### config.mk
export PLATFORM = sky130hd
export DESIGN_NAME = xtm_obuf_flat
export DESIGN_NICKNAME = d
export VERILOG_FILES = /design/src/hw/rtl/xtm_pkg.sv /design/src/hw/rtl/xtm_if.sv /design/src/hw/rtl/xtm_obuf.sv /design/src/flat_wrapper.sv
export SDC_FILE = /design/constraint.sdc
export NUM_CORES = 1
export LEC_CHECK = 0
export ABC_CLOCK_PERIOD_IN_PS = 4100
export BUFFER_PORTS_ARGS = -buffer_cell sky130_fd_sc_hd__buf_4
export CELL_PAD_IN_SITES_DETAIL_PLACEMENT = 0
export CELL_PAD_IN_SITES_GLOBAL_PLACEMENT = 1
export CORE_UTILIZATION = 35
export DETAILED_ROUTE_END_ITERATION = 8
export PLACE_DENSITY_LB_ADDON = 0.1
export SLEW_MARGIN = 5
export SYNTH_ARGS = -nofsm -noshare
export SYNTH_HDL_FRONTEND = slang
export SYNTH_SLANG_ARGS = --single-unit
export TNS_END_PERCENT = 20
### constraint.sdc
create_clock -name clk -period 4.1 [get_ports clk]
set_input_delay 0 -clock clk [delete_from_list [all_inputs] [get_ports clk]]
set_output_delay 0 -clock clk [all_outputs]
set_load 0.02 [all_outputs]
### src/hw/rtl/xtm_pkg.sv
// Shared constants, codes and beat types of the tag matching stack.
`default_nettype none

package xtm_pkg;

  localparam int STACK_DEPTH = 64;
  localparam int NAME_BYTES  = 32;

  localparam int SPW  = $clog2(STACK_DEPTH + 1);
  localparam int TOPW = $clog2(STACK_DEPTH);
  localparam int BCW  = $clog2(NAME_BYTES + 1);
  localparam int POSW = $clog2(NAME_BYTES);
  localparam int EIW  = BCW + 1;
  localparam int NSD  = STACK_DEPTH * NAME_BYTES;
  localparam int NSA  = $clog2(NSD);

  localparam logic CMD_BYTE   = 1'b0;
  localparam logic CMD_CLEAR  = 1'b1;
  localparam logic KIND_START = 1'b0;
  localparam logic KIND_END   = 1'b1;

  localparam logic [7:0] CH_SPACE = 8'h20;
  localparam logic [7:0] CH_GT    = 8'h3E;

  typedef enum logic [1:0] {
    ACT_PUSH_START = 2'd0,
    ACT_POP        = 2'd1,
    ACT_PUSH_END   = 2'd2
  } action_t;

  typedef struct packed {
    logic       cmd;
    logic       tag_kind;
    logic       first_byte;
    logic [7:0] char_byte;
  } in_item_t;

  typedef struct packed {
    action_t    action;
    logic [6:0] depth;
    logic [5:0] name_length;
    logic       name_truncated;
    logic       stack_overflow;
  } out_item_t;

  typedef struct packed {
    logic      valid;
    out_item_t item;
  } result_t;

endpackage

`default_nettype wire

### src/hw/rtl/xtm_if.sv
// Valid/ready channel interfaces for input and result beats.
`default_nettype none


interface xtm_out_if;
  logic               valid;
  logic               ready;
  xtm_pkg::out_item_t data;
  modport source (output valid, output data, input ready);
  modport sink (input valid, input data, output ready);
endinterface

`default_nettype wire

### src/hw/rtl/xtm_obuf.sv
// Two-entry result buffer between the stack control and the result channel.
`default_nettype none

module xtm_obuf (
  input  logic             clk,
  input  logic             rst_n,
  input  xtm_pkg::result_t res,
  output logic             ready,
  xtm_out_if.source        out_bus
);
  import xtm_pkg::*;

  out_item_t  slot_r [2];
  logic       wp_r, rp_r;
  logic [1:0] cnt_r, cnt_nxt;
  logic       pop;

  assign pop          = out_bus.valid && out_bus.ready;
  assign out_bus.valid = cnt_r != 2'd0;
  assign out_bus.data  = slot_r[rp_r];
  assign ready         = cnt_r != 2'd2;

  always_comb begin
    cnt_nxt = cnt_r;
    if (res.valid && !pop) begin
      cnt_nxt = 2'(cnt_r + 1'b1);
    end else if (!res.valid && pop) begin
      cnt_nxt = 2'(cnt_r - 1'b1);
    end
  end

  always_ff @(posedge clk) begin
    if (!rst_n) begin
      wp_r  <= 1'b0;
      rp_r  <= 1'b0;
      cnt_r <= 2'd0;
    end else begin
      cnt_r <= cnt_nxt;
      if (res.valid) begin
        wp_r <= ~wp_r;
      end
      if (pop) begin
        rp_r <= ~rp_r;
      end
    end
  end

  always_ff @(posedge clk) begin
    if (res.valid) begin
      slot_r[wp_r] <= res.item;
    end
  end

endmodule

`default_nettype wire

### src/flat_wrapper.sv
// flat-port wrapper written by rule: the top's interface ports become plain ports
module xtm_obuf_flat import xtm_pkg::*;
  (clk, rst_n, res, ready, out_bus_valid, out_bus_data, out_bus_ready);
  xtm_out_if out_bus_i ();
  input  logic clk;
  input  logic rst_n;
  input  xtm_pkg::result_t res;
  output logic ready;
  output wire logic [$bits(out_bus_i.valid)-1:0] out_bus_valid;
  output wire logic [$bits(out_bus_i.data)-1:0] out_bus_data;
  input wire logic [$bits(out_bus_i.ready)-1:0] out_bus_ready;
  assign out_bus_valid = out_bus_i.valid;
  assign out_bus_data = out_bus_i.data;
  assign out_bus_i.ready = out_bus_ready;
  xtm_obuf u_core (.clk(clk), .rst_n(rst_n), .res(res), .ready(ready), .out_bus(out_bus_i));
endmodule
; Word level (Yosys, flattened, before mapping)
; Memory sizes are Yosys's and may differ from the RTL's. A register that Yosys moved wholly into a read port is not among the register bits.
; Index checks and enable logic that the tools add are counted.
[totals]
regBits = 4
ramBits = 34
inputBits = 21
out_inout_bits = 19
word_cells = 22
mem_count = 1
[mem_list]
columns = name, depth, width, read_ports, rd_clocked_by_memory_dff, write_ports, line_no
row1 = u_core.slot_r, 2, 17, 1, 1, 1, xtm_obuf.sv:13  ; out_item_t slot_r [2];
[classes]
addsub = 2
n_eq_ne = 1
muxes = 6
bitwise = 2
reduce_logical = 7
[ops]
columns = cell, n
row1 = 2-to-1 mux 1 bit, 4
row2 = 2-to-1 mux 2 bit, 2
row3 = nonzero test 2 bit, 2
row4 = logical AND 1 bit, 3
row5 = adder 2 x 1 -> 2 bit (second input constant), 1
row6 = logical NOT 1 bit, 2
row7 = inequality test 2 bit (second input constant), 1
row8 = inverter 1 bit, 2
row9 = subtractor 2 x 1 -> 2 bit (second input constant), 1

; Longest topological paths before layout
[logic_depth]
word_depth = 5
ltp_mapped = 5
depth_no_buf = 5

; Worst setup path after synthesis
; OpenSTA, ideal clock, no wires.
[synth_path]
kind = register to register
from = register u_core.wp_r
to = memory u_core.slot_r[0][0] in the netlist's numbering, enable pin
setup_ns = 0.394
arrival_ns = 1.122
t_required_ns = 3.706
setup_slack_ns = 2.584
stages_incl_launch_ff = 2
path_buffers = 0
period_less_slack_ns = 1.516
path_cell_list = dfxtp_1 > nor2b_1
[synth_rtl]
columns = item, line_no
row1 = start: declaration, xtm_obuf.sv:14  ; logic wp_r, rp_r;
row2 = start signal: assignment, xtm_obuf.sv:40  ; wp_r <= ~wp_r;
row3 = end: declaration, xtm_obuf.sv:13
; No word-level cell before the write port.

==> impl_metrics.toml <==
[status]
status = "completed"

[critical_path]
crit_path_end_kind = "output port"
critical_path.cell_chain = "mux2_2 > buf_4"
path_delay_family = "flip-flops"
critPathBufInv = 1
start_kind = "register"
critical_path_required_ns = 4.10
slowest_delay_ns = 0.84
cp_max_fo = 17
worstPathArrival_ns = 1.70
critical_path_class = "reg -> out"
slowest_stage = "dfxtp_1"

[sta]
setup_violations = 0
clock.fmax_mhz = 590
period_needed_ns = 1.70
rsz0062_at_grt = "false"
tightest_slew_ns = 0.926
clock_skew_ns = 0.00547
finalHoldViolCount = 0
finalCritPeriodShare_pct = 41.3
relSlewSlack_pct = 38.0
slew_violations = 0
fin_tns_setup_ns = 0

[worst_hold_path]
min_path_type = "in -> reg"

[route]
drtAntennaViolNets = 0
drc_errors = 0
vias = 835
wl_per_cell_um = 12.8
drt-pass1-iter-count = 4
wl_mm = 2.37
drtIter0Drc = 10
via_per_inst = 4.49

[clock_network]
cts_buffer_depth = 2
cts_resized = 0
cts_root_buf = "clkbuf_8"
htreeDepth = 2
cts_sinks = 39
cts_buffers = 5
worstSkewPairLatency_ns = 0.29
cts_tree = "yes"
clkTransAtPathRegs_ns = 0.07

[power]
vdd_drop_max_uv = 347
combinationalPowerShare_pct = 27.8
power_density_nw_per_um2 = 546
seqPwrFrac_pct = 45.5
swShare_pct = 27.6
p_int_mw = 0.820
power_mw = 1.13
p_clk_share_pct = 26.7
static-leakage-power_nw = 0.792
p_switching_mw = 0.313

[placement]
routabilityCongestion = 0.557
dp_cells = 160
io_buffers = 39
placed_area_um2 = 1790
place_hpwl_mm = 1.52

[job]
maxCapViolations = 0

[global_routing]
grt_pass1_wl_mm = 3.77
antenna_found_initial = 0
grt-ovfl-total = 0
track_usage_pct = 12.6
grt_max_degree = 19
grt_pass1_vias = 850

[cells_and_area]
layout-drive-gt1-share_pct = 39.1
design_area_um2 = 2080
nets = 159
antenna_cells = 0
fin_util_pct = 54.6
syn2layout_area_growth_pct = 43.6
fillers = 333
final_cells = 186

[logic_synthesis]
synth_warnings = 0
seq_area_frac_synth_pct = 77.6
synth.distinct_cells = 18
ys_ff_latch = 39
syn-cell-area_um2 = 1450
synthCells = 75
synth.avg_cell_area_um2 = 19.3
syn-num-nets = 97

[floorplanning]
die_area_um2 = 4390
pin_count = 40
coreArea_um2 = 3800
initial_core_util_pct = 38.0
die_x_um = 66.3
fp.dieH_um = 66.3
fp-row-count = 22
-- sequential cells by signal, indices dropped and copies added (netlist names), named ones only --
name / cells
u_core.slot_r: 34
u_core.cnt_r: 2
u_core.rp_r: 1
u_core.wp_r: 1
-- power groups by stage --
stage	Sequential [mW]	Clock (mW)	Combinational, mW
floorplan	0.492	0	0.218
global placement	0.524	0	0.301
detailed placement	0.527	0	0.305
CTS	0.518	0.311	0.320
global route	0.525	0.331	0.340
finish	0.515	0.303	0.315
-- synth_stat cells --
cell,n,area (um^2)
or3_1,1,6.26
xor2_1,1,8.76
o21ai_0,1,5.00
o21a_1,1,7.51
dfxtp_1,5,100
mux2_1,11,124
mux2_2,6,67.6
ha_1,1,12.5
a21boi_1,1,7.51
nor2b_1,2,12.5
and2_1,4,25.0
xnor2_1,2,17.5
buf_4,1,7.51
nand2b_1,1,6.26
buf_2,1,5.00
o21ai_1,1,5.00
edfxtp_1,34,1020
or2_2,1,6.26
-- placed cells by master (no fill, tap or decap) --
master	instances
o21ai_0	1
or3_1	1
ha_1	1
bufinv_16	1
mux2_1	11
nor2b_1	1
clkinv_2	1
dlygate4sd3_1	18
buf_4	39
dfxtp_1	5
clkbuf_8	5
mux2_2	6
xor2_1	1
a21boi_1	1
xnor2_1	2
edfxtp_1	34
o21ai_1	1
and2_1	4
nand2b_1	1
o21a_1	1
nor2b_2	1
or2_2	1
clkinv_1	1
-- layer usage --
| metal | part of all wire, % | up-vias | track usage, % | wire length (um) |
|---|---|---|---|---|
| li1 | - | 406 | - | - |
| met4 | 1.9 | 0 | 5.59 | 44 |
| met5 | 0 | - | 0 | 0 |
| met3 | 6.7 | 7 | 6.21 | 158 |
| met2 | 48 | 24 | 20.9 | 1140 |
| met1 | 43 | 398 | 13.3 | 1030 |
-- repair_timing --
action | CTS | global route
endpoints found under the hold margin | 38 | 0
hold buffers | 18 | 0
buffers inserted | 0 | 0
-- logic make-up after synthesis --
family	count (synthesis)	synth area share [%]
flops	39	77.6
mux	17	13.2
simple gates	9	3.90
compound gates	4	1.73
xor+xnor	3	1.82
buf+inv	2	0.866
fa+ha+maj	1	0.866
-- area by class of cell --
cell class                      instances  area (um^2)  share of cell area (%)
Clock buffer                            5         68.8                    3.32
Clock inverter                          3         38.8                    1.87
Multi-Input combinational cell         34          314                    15.1
Sequential cell                        39         1120                    54.0
Tap cell                               48         60.1                    2.89
Timing Repair Buffer                   57          473                    22.8
-- path summary, 6_finish.rpt --
check,startpoint,to,slack [ns],cells after the start
worst min-delay path,res[17],u_core.wp_r,0.04,3
worst max-delay path,register,out_bus_data[16],2.40,2
worst max register to register,u_core.wp_r,u_core.slot_r[0][5],2.67,1
worst min register to register,u_core.cnt_r[1],u_core.cnt_r[1],0.55,2
-- metrics by stage --
step | setup WS, ns | hold WS [ns]
after floorplan | 2.58 | 0.0989
after global placement | 2.63 | 0.186
after detailed placement | 2.62 | 0.188
after CTS | 2.35 | 0.0358
after global routing | 2.27 | 0.0456
final | 2.40 | 0.0439
Power figures use the tool's default switching activity.
